### config.mk
export PLATFORM = sky130hd
export DESIGN_NAME = rc4_stream_cipher
export DESIGN_NICKNAME = d
export VERILOG_FILES = /design/src/rtl/rc4_pkg.sv /design/src/rtl/rc4_sbox.sv /design/src/rtl/rc4_dp.sv /design/src/rtl/rc4_ctrl.sv /design/src/rtl/rc4_stream_cipher.sv
export VERILOG_INCLUDE_DIRS = /design/src /design/src/rtl
export SDC_FILE = /design/constraint.sdc
export NUM_CORES = 2
export LEC_CHECK = 0
export BUFFER_PORTS_ARGS = -buffer_cell sky130_fd_sc_hd__buf_4
export CORE_ASPECT_RATIO = 0.6
export CORE_UTILIZATION = 51
export DETAILED_ROUTE_END_ITERATION = 7
export PLACE_DENSITY = 0.66
export SLEW_MARGIN = 20
export SYNTH_ARGS = -nofsm -noshare
export SYNTH_HDL_FRONTEND = slang
export SYNTH_SLANG_ARGS = --single-unit
### constraint.sdc
create_clock -name clk -period 23.9 [get_ports clk]
set_input_delay 0 -clock clk [delete_from_list [all_inputs] [get_ports clk]]
set_output_delay 0 -clock clk [all_outputs]
set_load 0.05 [all_outputs]
### src/rtl/rc4_stream_cipher_macros.svh
// Assertion macros for the RC4 stream cipher block.
// Define NO_ASSERTIONS to compile every check away.
`ifndef RC4_STREAM_CIPHER_MACROS_SVH
`define RC4_STREAM_CIPHER_MACROS_SVH
`ifndef NO_ASSERTIONS
`define RC4_ASSERT_IMP(lbl, clk, rst_n, pre, post) \
  lbl: assert property (@(posedge clk) disable iff (!rst_n) (pre) |-> (post)) \
    else $error("rc4 check failed");
`define RC4_ASSERT_NXT(lbl, clk, rst_n, pre, post) \
  lbl: assert property (@(posedge clk) disable iff (!rst_n) (pre) |=> (post)) \
    else $error("rc4 check failed");
`else
`define RC4_ASSERT_IMP(lbl, clk, rst_n, pre, post)
`define RC4_ASSERT_NXT(lbl, clk, rst_n, pre, post)
`endif
`endif

### src/rtl/rc4_pkg.sv
// Shared types and constants for the RC4 stream cipher block.
// No dependencies.
package rc4_pkg;

  typedef logic [7:0] byte_t;

  localparam int SBOX_DEPTH = 256;
  localparam int CFG_IDX_W  = 2;
  localparam int CFG_DATA_W = 64;
  localparam int KEY_LEN_W  = 5;

  localparam logic [CFG_IDX_W-1:0] CFG_KEY_LOW  = 2'd0;
  localparam logic [CFG_IDX_W-1:0] CFG_KEY_HIGH = 2'd1;
  localparam logic [CFG_IDX_W-1:0] CFG_KEY_LEN  = 2'd2;

  localparam logic [KEY_LEN_W-1:0] KEY_LEN_RESET = 5'd16;

  typedef enum logic [1:0] {
    RD_KEEP,
    RD_INC,
    RD_J,
    RD_K
  } rd_sel_t;

  typedef struct packed {
    rd_sel_t rd_sel;
    logic    step_i;
    logic    take_j;
    logic    ksa;
    logic    take_b;
    logic    wr_j;
    logic    load_out;
    logic    cap_in;
    logic    clr_valid;
    logic    ksa_init;
    logic    idx_zero;
  } cmd_t;

  typedef struct packed {
    logic ksa_last;
  } stat_t;

endpackage

### src/rtl/rc4_sbox.sv
// Permutation memory with per-entry valid bits; an invalid entry reads as its address.
// One write port, one registered read port with write bypass. Uses rc4_pkg.
module rc4_sbox (
  input  logic          clk,
  input  logic          rst_n,
  input  logic          clr,
  input  logic          we,
  input  rc4_pkg::byte_t waddr,
  input  rc4_pkg::byte_t wdata,
  input  rc4_pkg::byte_t raddr,
  output rc4_pkg::byte_t rdata
);

  rc4_pkg::byte_t mem [rc4_pkg::SBOX_DEPTH];
  logic [rc4_pkg::SBOX_DEPTH-1:0] vld_r;

  rc4_pkg::byte_t mem_q_r;
  rc4_pkg::byte_t addr_q_r;
  rc4_pkg::byte_t byp_data_r;
  logic           byp_r;
  logic           vld_q_r;

  always_ff @(posedge clk) begin
    if (we) begin
      mem[waddr] <= wdata;
    end
    mem_q_r <= mem[raddr];
  end

  always_ff @(posedge clk) begin
    if (!rst_n) begin
      vld_r <= '0;
    end else if (clr) begin
      vld_r <= '0;
    end else if (we) begin
      vld_r[waddr] <= 1'b1;
    end
  end

  always_ff @(posedge clk) begin
    addr_q_r   <= raddr;
    vld_q_r    <= vld_r[raddr];
    byp_r      <= we && (waddr == raddr);
    byp_data_r <= wdata;
  end

  assign rdata = byp_r ? byp_data_r : (vld_q_r ? mem_q_r : addr_q_r);

endmodule

### src/rtl/rc4_dp.sv
// Datapath: key and length registers, indices, swap operands and output register.
// Instantiates rc4_sbox; uses rc4_pkg.
module rc4_dp #(
  parameter int MAX_KEY_BYTES = 16
) (
  input  logic                             clk,
  input  logic                             rst_n,
  input  logic                             cfg_wr_en,
  input  logic [rc4_pkg::CFG_IDX_W-1:0]    cfg_index,
  input  logic [rc4_pkg::CFG_DATA_W-1:0]   cfg_data,
  input  rc4_pkg::byte_t                   in_data_byte,
  output rc4_pkg::byte_t                   out_byte,
  input  rc4_pkg::cmd_t                    cmd,
  output rc4_pkg::stat_t                   stat
);

  localparam int KIW = (MAX_KEY_BYTES > 1) ? $clog2(MAX_KEY_BYTES) : 1;
  localparam logic [rc4_pkg::KEY_LEN_W-1:0] MAX_LEN = rc4_pkg::KEY_LEN_W'(MAX_KEY_BYTES);

  rc4_pkg::byte_t key_r [MAX_KEY_BYTES];
  logic [rc4_pkg::KEY_LEN_W-1:0] len_r;
  logic [KIW-1:0] kidx_r;

  rc4_pkg::byte_t i_r, j_r, a_r, data_r, out_byte_r, raddr_r;
  logic           eqj_r;

  rc4_pkg::byte_t rdata, raddr, waddr, wdata, j_nxt, ks_addr, ks, key_b;
  logic           we;
  logic [rc4_pkg::KEY_LEN_W-1:0] used_len, kidx_inc;

  always_ff @(posedge clk) begin
    if (!rst_n) begin
      for (int b = 0; b < MAX_KEY_BYTES; b++) begin
        key_r[b] <= '0;
      end
      len_r <= rc4_pkg::KEY_LEN_RESET;
    end else if (cfg_wr_en) begin
      for (int b = 0; b < MAX_KEY_BYTES; b++) begin
        if ((b < 8) ? (cfg_index == rc4_pkg::CFG_KEY_LOW)
                    : (cfg_index == rc4_pkg::CFG_KEY_HIGH)) begin
          key_r[b] <= cfg_data[8*(b%8) +: 8];
        end
      end
      if (cfg_index == rc4_pkg::CFG_KEY_LEN) begin
        len_r <= cfg_data[rc4_pkg::KEY_LEN_W-1:0];
      end
    end
  end

  always_comb begin
    if (len_r == '0) begin
      used_len = rc4_pkg::KEY_LEN_W'(1);
    end else if (len_r > MAX_LEN) begin
      used_len = MAX_LEN;
    end else begin
      used_len = len_r;
    end
  end

  assign kidx_inc = rc4_pkg::KEY_LEN_W'(kidx_r) + rc4_pkg::KEY_LEN_W'(1);
  assign key_b    = key_r[kidx_r];
  assign j_nxt    = j_r + rdata + (cmd.ksa ? key_b : 8'd0);
  assign ks_addr  = a_r + rdata;
  assign ks       = eqj_r ? a_r : rdata;

  always_comb begin
    case (cmd.rd_sel)
      rc4_pkg::RD_INC: raddr = i_r + 8'd1;
      rc4_pkg::RD_J:   raddr = j_nxt;
      rc4_pkg::RD_K:   raddr = ks_addr;
      default:         raddr = raddr_r;
    endcase
  end

  assign we    = cmd.take_b | cmd.wr_j;
  assign waddr = cmd.take_b ? i_r : j_r;
  assign wdata = cmd.take_b ? rdata : a_r;

  always_ff @(posedge clk) begin
    if (!rst_n) begin
      i_r     <= '0;
      j_r     <= '0;
      kidx_r  <= '0;
      raddr_r <= '0;
    end else begin
      raddr_r <= raddr;
      if (cmd.ksa_init) begin
        i_r    <= 8'hFF;
        j_r    <= '0;
        kidx_r <= '0;
      end else if (cmd.idx_zero) begin
        i_r <= '0;
        j_r <= '0;
      end else begin
        if (cmd.step_i) begin
          i_r <= i_r + 8'd1;
        end
        if (cmd.take_j) begin
          j_r <= j_nxt;
        end
        if (cmd.take_j && cmd.ksa) begin
          kidx_r <= (kidx_inc >= used_len) ? '0 : KIW'(kidx_inc);
        end
      end
    end
  end

  always_ff @(posedge clk) begin
    if (cmd.take_j) begin
      a_r <= rdata;
    end
    if (cmd.take_b) begin
      eqj_r <= (ks_addr == j_r);
    end
    if (cmd.cap_in) begin
      data_r <= in_data_byte;
    end
    if (cmd.load_out) begin
      out_byte_r <= data_r ^ ks;
    end
  end

  rc4_sbox u_sbox (
    .clk   (clk),
    .rst_n (rst_n),
    .clr   (cmd.clr_valid),
    .we    (we),
    .waddr (waddr),
    .wdata (wdata),
    .raddr (raddr),
    .rdata (rdata)
  );

  assign stat.ksa_last = (i_r == 8'hFF);
  assign out_byte      = out_byte_r;

endmodule

### src/rtl/rc4_ctrl.sv
// Controller: sequences key scheduling and per-beat keystream steps, owns handshakes.
// Uses rc4_pkg command and status types.
module rc4_ctrl (
  input  logic           clk,
  input  logic           rst_n,
  input  logic           in_valid,
  input  logic           in_message_start,
  output logic           in_stall,
  output logic           out_valid,
  input  logic           out_stall,
  output rc4_pkg::cmd_t  cmd,
  input  rc4_pkg::stat_t stat
);

  typedef enum logic [3:0] {
    ST_IDLE,
    ST_RD_J,
    ST_RD_K,
    ST_WB,
    ST_K_CLR,
    ST_K_RDI,
    ST_K_J,
    ST_K_K,
    ST_K_WB,
    ST_P_RD
  } state_t;

  state_t state_r, state_nxt;
  logic   out_valid_r;
  logic   slot_ok;

  assign slot_ok = !out_valid_r || !out_stall;

  always_comb begin
    cmd       = '0;
    cmd.rd_sel = rc4_pkg::RD_KEEP;
    state_nxt = state_r;
    in_stall  = 1'b1;
    case (state_r)
      ST_IDLE: begin
        in_stall = 1'b0;
        if (in_valid) begin
          cmd.cap_in = 1'b1;
          if (in_message_start) begin
            state_nxt = ST_K_CLR;
          end else begin
            cmd.rd_sel = rc4_pkg::RD_INC;
            cmd.step_i = 1'b1;
            state_nxt  = ST_RD_J;
          end
        end
      end
      ST_RD_J: begin
        cmd.take_j = 1'b1;
        cmd.rd_sel = rc4_pkg::RD_J;
        state_nxt  = ST_RD_K;
      end
      ST_RD_K: begin
        cmd.take_b = 1'b1;
        cmd.rd_sel = rc4_pkg::RD_K;
        state_nxt  = ST_WB;
      end
      ST_WB: begin
        cmd.wr_j = 1'b1;
        if (slot_ok) begin
          cmd.load_out = 1'b1;
          in_stall     = 1'b0;
          if (in_valid) begin
            cmd.cap_in = 1'b1;
            if (in_message_start) begin
              state_nxt = ST_K_CLR;
            end else begin
              cmd.rd_sel = rc4_pkg::RD_INC;
              cmd.step_i = 1'b1;
              state_nxt  = ST_RD_J;
            end
          end else begin
            state_nxt = ST_IDLE;
          end
        end
      end
      ST_K_CLR: begin
        cmd.clr_valid = 1'b1;
        cmd.ksa_init  = 1'b1;
        state_nxt     = ST_K_RDI;
      end
      ST_K_RDI: begin
        cmd.rd_sel = rc4_pkg::RD_INC;
        cmd.step_i = 1'b1;
        state_nxt  = ST_K_J;
      end
      ST_K_J: begin
        cmd.take_j = 1'b1;
        cmd.ksa    = 1'b1;
        cmd.rd_sel = rc4_pkg::RD_J;
        state_nxt  = ST_K_K;
      end
      ST_K_K: begin
        cmd.take_b = 1'b1;
        state_nxt  = ST_K_WB;
      end
      ST_K_WB: begin
        cmd.wr_j = 1'b1;
        if (stat.ksa_last) begin
          cmd.idx_zero = 1'b1;
          state_nxt    = ST_P_RD;
        end else begin
          cmd.rd_sel = rc4_pkg::RD_INC;
          cmd.step_i = 1'b1;
          state_nxt  = ST_K_J;
        end
      end
      ST_P_RD: begin
        cmd.rd_sel = rc4_pkg::RD_INC;
        cmd.step_i = 1'b1;
        state_nxt  = ST_RD_J;
      end
      default: begin
        state_nxt = ST_IDLE;
      end
    endcase
  end

  always_ff @(posedge clk) begin
    if (!rst_n) begin
      state_r     <= ST_IDLE;
      out_valid_r <= 1'b0;
    end else begin
      state_r <= state_nxt;
      if (cmd.load_out) begin
        out_valid_r <= 1'b1;
      end else if (!out_stall) begin
        out_valid_r <= 1'b0;
      end
    end
  end

  assign out_valid = out_valid_r;

endmodule

### src/rtl/rc4_stream_cipher.sv
// RC4 stream cipher top level: controller, datapath and permutation memory.
// Each byte takes three dependent reads of the permutation RAM (i, j, keystream) on its one
// read port; the two swap writes overlap them. The next byte is accepted in ST_WB as the output
// register loads; a stalled full output holds ST_WB. A beat with message_start first runs key
// scheduling: ST_K_CLR, ST_K_RDI, 256 swaps through ST_K_J, ST_K_K and ST_K_WB, then ST_P_RD.
// Reset (synchronous, rst_n low) clears all valid bits at once: identity permutation, no sweep.
`include "rc4_stream_cipher_macros.svh"
module rc4_stream_cipher #(
  parameter int MAX_KEY_BYTES = 16
) (
  input  logic                           clk,
  input  logic                           rst_n,
  input  logic                           cfg_wr_en,
  input  logic [rc4_pkg::CFG_IDX_W-1:0]  cfg_index,
  input  logic [rc4_pkg::CFG_DATA_W-1:0] cfg_data,
  input  logic                           in_valid,
  output logic                           in_stall,
  input  logic [7:0]                     in_data_byte,
  input  logic                           in_message_start,
  output logic                           out_valid,
  input  logic                           out_stall,
  output logic [7:0]                     out_byte
);

  rc4_pkg::cmd_t  cmd;
  rc4_pkg::stat_t stat;
  logic           start_beat;
  logic           plain_beat;

  rc4_ctrl u_ctrl (
    .clk              (clk),
    .rst_n            (rst_n),
    .in_valid         (in_valid),
    .in_message_start (in_message_start),
    .in_stall         (in_stall),
    .out_valid        (out_valid),
    .out_stall        (out_stall),
    .cmd              (cmd),
    .stat             (stat)
  );

  rc4_dp #(
    .MAX_KEY_BYTES (MAX_KEY_BYTES)
  ) u_dp (
    .clk          (clk),
    .rst_n        (rst_n),
    .cfg_wr_en    (cfg_wr_en),
    .cfg_index    (cfg_index),
    .cfg_data     (cfg_data),
    .in_data_byte (in_data_byte),
    .out_byte     (out_byte),
    .cmd          (cmd),
    .stat         (stat)
  );

  assign start_beat = in_valid && !in_stall && in_message_start;
  assign plain_beat = in_valid && !in_stall && !in_message_start;

  `RC4_ASSERT_NXT(a_start_clears, clk, rst_n, start_beat, cmd.clr_valid)
  `RC4_ASSERT_NXT(a_plain_reads_j, clk, rst_n, plain_beat, cmd.take_j && !cmd.ksa)
  `RC4_ASSERT_IMP(a_load_slot_free, clk, rst_n, cmd.load_out, !(out_valid && out_stall))

endmodule

Yosys cells after proc, flatten, opt, wreduce, memory -nomap -nowiden:

Memory sizes are Yosys's and may differ from the RTL's. A register that Yosys moved wholly into a read port is not among the register bits.
Cells that the tools add are included.

* register bits: 337
* RAM bits: 2176
* bits of input ports: 80
* output and inout bits: 10
* memories kept: 2

Memory list
* u_dp.u_sbox.mem: words 256, bits a word 8, rd ports 1, clocked after memory_dff 1, write ports 1, line rc4_sbox.sv:14 `rc4_pkg::byte_t mem [rc4_pkg::SBOX_DEPTH];`
* u_dp.key_r: words 16, bits a word 8, rd ports 1, clocked after memory_dff 1, write ports 16, line rc4_dp.sv:20 `rc4_pkg::byte_t key_r [MAX_KEY_BYTES];`

* $add $sub $neg: 5
* order comparisons: 5
* eq/ne operators: 20
* multiplexer cells: 73
* bitwise logic cells: 21
* reduce and logical (&&, ||, !) cells: 20

Operators with widths (number)
* OR 256 bit: 1
* two-way mux 8 bit: 25
* one-hot mux 4 bit (10 select lines): 1
* two-way mux 4 bit: 7
* adder 8 bit: 3
* two-way mux 1 bit: 24
* one-hot mux 8 bit (3 select lines): 1
* < comparator 8 x 9 -> 1 bit, second input constant: 2
* OR 1 bit: 17
* == test 4 x 3 -> 1 bit, second input constant: 4
* == test 8 bit: 2
* one-hot mux 2 bit (6 select lines): 1
* OR reduction 2 bit: 6
* two-way mux 5 bit: 2
* two-way mux 3 bit: 3
* adder 8 x 1 -> 8 bit, second input constant: 1
* binary-select mux 1 bit (select 8 bit): 1
* demux 1 bit (select 8 bit): 1
* == test 4 x 2 -> 1 bit, second input constant: 2
* == test 4 bit, second input constant: 2
* == test 8 bit, second input constant: 1
* greater-or-equal comparator 8 x 1 -> 1 bit, second input constant: 1
* two-way mux 2 bit: 4
* bitwise XOR 8 bit: 1
* other kinds (20): 31

Depth between registers and ports, before layout:

* word-level depth: 9
* gate-level depth with buffers: 25

Hierarchy:

A second synthesis with hierarchy kept.

* cells, all modules: 5547
* area, all modules: 99749.4 um2

By module, submodules not included
* rc4_sbox: times used 1, cells each 4792, area each 89778.6 um2, seq. area each 67144.4 um2
* rc4_dp: times used 1, cells each 686, area each 9472.8 um2, seq. area each 5335.1 um2
* rc4_ctrl: times used 1, cells each 69, area each 498.0 um2, seq. area each 100.1 um2

Worst setup path before layout:

OpenSTA, ideal clock, no wires.

* path type: register to register
* start: register u_ctrl.state_r[0]
* end: memory u_dp.u_sbox.mem[0][1] (netlist name) (data pin)
* setup time: 2.195 ns
* data arrival time: 11.770 ns
* data required time: 21.705 ns
* path slack: 9.934 ns
* cell stages (with the launch flop): 8
* path buffers: 4
* period minus slack after synthesis: 13.966 ns
* cells stage by stage: dfxtp_1 -> clkbuf_1 -> o211a_1 -> o21ai_1 -> clkbuf_1 -> clkbuf_1 -> clkbuf_1 -> o21ai_0

* word-level cells in the longest chain between the ends: 4

Ends and longest elaborated chain
* from (decl): line rc4_ctrl.sv:28 `state_t state_r, state_nxt;`
* from (signal assigned): line rc4_ctrl.sv:129 `state_r <= state_nxt;`
* == test 4 x 3 -> 1 bit or == test 4 x 2 -> 1 bit (tied branches): line rc4_ctrl.sv:39 `case (state_r)`
* OR reduction 2 bit (no source line) *
* two-way mux 1 bit *: line rc4_ctrl.sv:39
* two-way mux 8 bit *: line rc4_dp.sv:77 `assign wdata = cmd.take_b ? rdata : a_r;`
* net u_dp.u_sbox.wdata[1]: line rc4_sbox.sv:9 `input rc4_pkg::byte_t wdata,`
* to (decl): line rc4_sbox.sv:14

Mark *: on every way through the listed nets, which the timed path passes. The rest lies on a longest branch.

==> summary.txt <==
Clock tree
  • Clock H-tree levels: 4
  • Worst skew pair latency: around 0.9 ns
  • Clock Path Buffers: 4
  • Post-CTS setup repair buffer count: 0
  • Clk Tree Root Cell: clkbuf_16
  • CTS tree: yes
  • CTS Buf Count: between 200 and 250
  • Sink Count: roughly 2500
  • Clk slew on worst S/H paths: around 0.07 ns
  • CTS resizes: 0

Setup path
  • WP data required: ~25 ns
  • CP most frequent cell: buf_4
  • Max FO, Critical Path: 151
  • WS Path Type: reg2reg
  • CP endpoint kind: flop
  • Worst path max stage delay: approximately 0.72 ns
  • CP bufs+invs: 7
  • CP Data Arrival Time: just over 10 ns
  • Critical Path, Cell by Cell: buf_4 -> mux4_2 -> mux4_2 -> and2_1 -> fa_1 -> ha_1 -> mux2i_1 -> nand2_1 -> o2111ai_4 -> buf_4 -> and2_4 -> inv_16 -> buf_4 -> buf_4 -> buf_4 -> mux4_2 -> a22oi_1 -> a21oi_1 -> a2111oi_0 -> buf_4 -> nand4b_1 -> and4_1
  • Startpoint types: flop
  • Slowest CP cell: buf_4
  • Critical path's top delay family: buffers and inverters

Yosys
  • Warnings from Yosys: 0
  • Post-synthesis adder-cell area fraction: 0.00429
  • Post-synth EDFFs: 2201
  • Area contributors post-synth: edfxtp_1, dfxtp_1, mux4_2
  • Sequential area share after synthesis: 0.723
  • #FFs+latches synth: between 2000 and 3000
  • Syn avg cell area: 14.1 um^2
  • Asr flop ratio synth: 0
  • Synth Net Count: 7224
  • Synth Area in Compound Gates: 0.0521
  • Post-synth top flop: edfxtp_1
  • Xor-xnor portion of the synthesized cell area: 0.00358
  • Multiplexer share of the synthesized area: 0.0762
  • Synth Cell Area: around 100000 um^2
  • Post-Synth Simple-Gate Area: 0.119
  • Cell taking the most area after synthesis: edfxtp_1
  • Share of the synthesized area in the top cell type: 0.659
  • Largest family of logic cells by synthesized area: simple AND/OR/NAND/NOR gates
  • Gate Count Post-Synth: between 7000 and 8000
  • Post-synth cell types: 78

Cells and area
  • Seq. cell area: 72600 um^2
  • Most common cell after layout, fill and taps aside: edfxtp_1
  • Commonest cells after routing, fill and taps aside: edfxtp_1, nand2_1, nor2_1, nand3_1, dfxtp_1
  • Area delta synth->final: 12.3%
  • Finished Layout Cells: approximately 10000
  • Final net count: 7425
  • Area of the multi-input gates: 26100 um^2
  • Filler cell count: ~15000
  • Share of cells above drive strength 1: 0.119
  • Design area: 113000 um^2

Placement
  • Post-DP Area: roughly 100000 um^2
  • Placer congestion estimate: 0.931
  • IO buf count: between 80 and 90
  • Post-DP HPWL: 201000 um
  • Inst Count DP: 9548

Routing
  • Drt wl/cell: between 30 and 40 um
  • Avg Vias per Cell: between 6 and 7
  • Routed WL: 330000 um
  • Drt initial violations: 12397
  • DRC Markers: 0
  • Initial DRT Pass Iterations: 7
  • Post-route ant nets: 0
  • Vias: around 66000

Pwr
  • IR drop worst, VDD: between 0.1 and 0.15 mV
  • Lkg Pwr: ~37 nW
  • Tot Pwr: roughly 14 mW
  • P per Cell Area: around 120 nW/um^2

Global routing
  • First-pass GRT wire length: 461000 um
  • GRT overflow: 0
  • Largest net degree at the start of global routing: ~230
  • Vias in the first global route: around 60000
  • Total GRT Usage: 0.326
  • Initial antenna violation count: 24

Floorplanning
  • Die height: between 300 and 400 um
  • Initial Util: 0.516
  • Die W: ~570 um
  • # IOs: 90
  • CORE AREA: around 190000 um^2
  • Site Rows: roughly 130
  • Die area: between 150000 and 200000 um^2

Outcome
  • Status: complete, no violations

STA
  • Clock Skew: between 0.06 and 0.07 ns
  • Slew margin rel.: 0.101
  • Min Tclk post-route: between 9 and 10 ns
  • Slew Viols, Final: 0
  • Hold Violations, Final: 0
  • RSZ-0062 raised after global routing: false
  • Worst-Margin Slew: about 1.3 ns
  • Total negative slack: 0 ns
  • Fmax: approximately 0.11 GHz
  • Tcrit/Tclk final: 0.392
  • Final setup vio count: 0

Job
  • Max_cap viols: 0

Hold path
  • Hold Crit Class: in2reg
[kinds of logic after synthesis]
| family | count (synthesis) |
|---|---|
| simple gates | 2802 |
| buf+inv | 470 |
| flops | 2525 |
| fa+ha+maj | 29 |
| mux | 485 |
| compound gates | 763 |
| xor+xnor | 41 |
[repair_timing]
| item | in CTS | in global routing |
|---|---|---|
| hold buffers | 151 | 0 |
| setup endpoints to repair | 0 | 0 |
| hold endpoints to repair | 179 | 0 |
[power breakdown]
part / leakage [nW] / switching, mW / internal (mW) / total, mW
Sequential: 22.6 / 0.0491 / 5.18 / 5.22
Clock: 3.36 / 1.60 / 1.93 / 3.53
Combinational: 11.0 / 3.60 / 1.24 / 4.84
Total: 36.9 / 5.26 / 8.34 / 13.6
[state kept, by name (all words and copies together) (netlist names), 4 cells and up, named ones only]
signal / cells
u_dp.kidx_r: 4
u_dp.out_byte: 8
u_dp.i_r: 8
u_dp.u_sbox.mem: 2048
u_dp.u_sbox.mem_q_r: 8
u_dp.data_r: 8
u_dp.u_sbox.byp_data_r: 8
u_dp.raddr_r: 8
u_dp.len_r: 5
u_dp.u_sbox.vld_r: 256
u_dp.j_r: 8
u_dp.key_r: 128
u_dp.a_r: 8
u_dp.u_sbox.addr_q_r: 8
u_ctrl.state_r: 4
[metrics by stage]
step | utilization | hold WS, ns | setup slack, ns
6_report | 0.579 | 0.0170 | 14.53
5_1_grt | 0.579 | 0.0238 | 14.30
4_1_cts | 0.579 | 0.000579 | 14.82
3_5_place_dp | 0.535 | 0.179 | 14.81
3_3_place_gp | 0.535 | 0.179 | 14.78
2_1_floorplan | - | 0.0989 | 9.93
[Yosys cell counts, drive strengths merged, types with 20 or more instances]
library cell  count
nor2            876
mux4            223
a221oi           21
edfxtp         2201
inv              43
o22ai            57
nand3           329
xnor2            29
ha               20
dfxtp           324
nor4             26
and3             91
a31oi           108
a21oi           165
clkbuf          228
nand4            57
a32oi            80
nand2          1223
and2            118
a311oi           48
buf             199
nor3             30
a22oi            60
mux2i           259
o21ai            90
a211oi           24
[worst reg2reg max path: stages, from the launching register on]
cell and delay (ns):
dfxtp_2 0.31, buf_4 0.52, mux4_2 0.60, mux4_2 0.58, and2_1 0.22, fa_1 0.37, ha_1 0.32, mux2i_1 0.08
nand2_1 0.14, o2111ai_4 0.11, buf_4 0.29, and2_4 0.31, inv_16 0.47, buf_4 0.74, buf_4 0.72, buf_4 0.74
mux4_2 0.62, a22oi_1 0.20, a21oi_1 0.13, a2111oi_0 0.62, buf_4 0.26, nand4b_1 0.48, and4_1 0.44
[area by class of cell]
cell class | instances | area share
sequential | 2525 | 0.644
clock buffer | 323 | 0.0553
tap | 2603 | 0.0289
timing repair buffer | 410 | 0.0323
inverter | 43 | 0.00168
clock inverter | 71 | 0.00575
antenna | 11 | 0.000244
multi-input combinational | 4120 | 0.231
[layer usage]
metal  track usage  wire length, um  up-vias  part of all wire
met5             0              138        -           0.00042
met2         0.430           133000     5454              0.40
met1         0.483           129000    33296              0.39
met3         0.142            58100      742              0.18
met4         0.101            11000       18             0.033
li1              -                -    26948                 -
[path summary, 6_finish.rpt]
kind | startpoint | endpoint | slack (ns) | cells past startpoint
hold / removal | cfg_data[42] | u_dp.key_r[13][2]$_SDFFCE_PN0P_ | 0.02 | 3
setup / recovery | flop | u_dp.u_sbox.mem_q_r[2]$_DFF_P_ | 14.53 | 22
hold reg to reg | u_dp.u_sbox.vld_r[166]$_SDFFE_PP0N_ | u_dp.u_sbox.vld_r[166]$_SDFFE_PP0N_ | 0.47 | 2
setup reg to reg | flop | u_dp.u_sbox.mem_q_r[2]$_DFF_P_ | 14.53 | 22
Power figures use the tool's default switching activity.
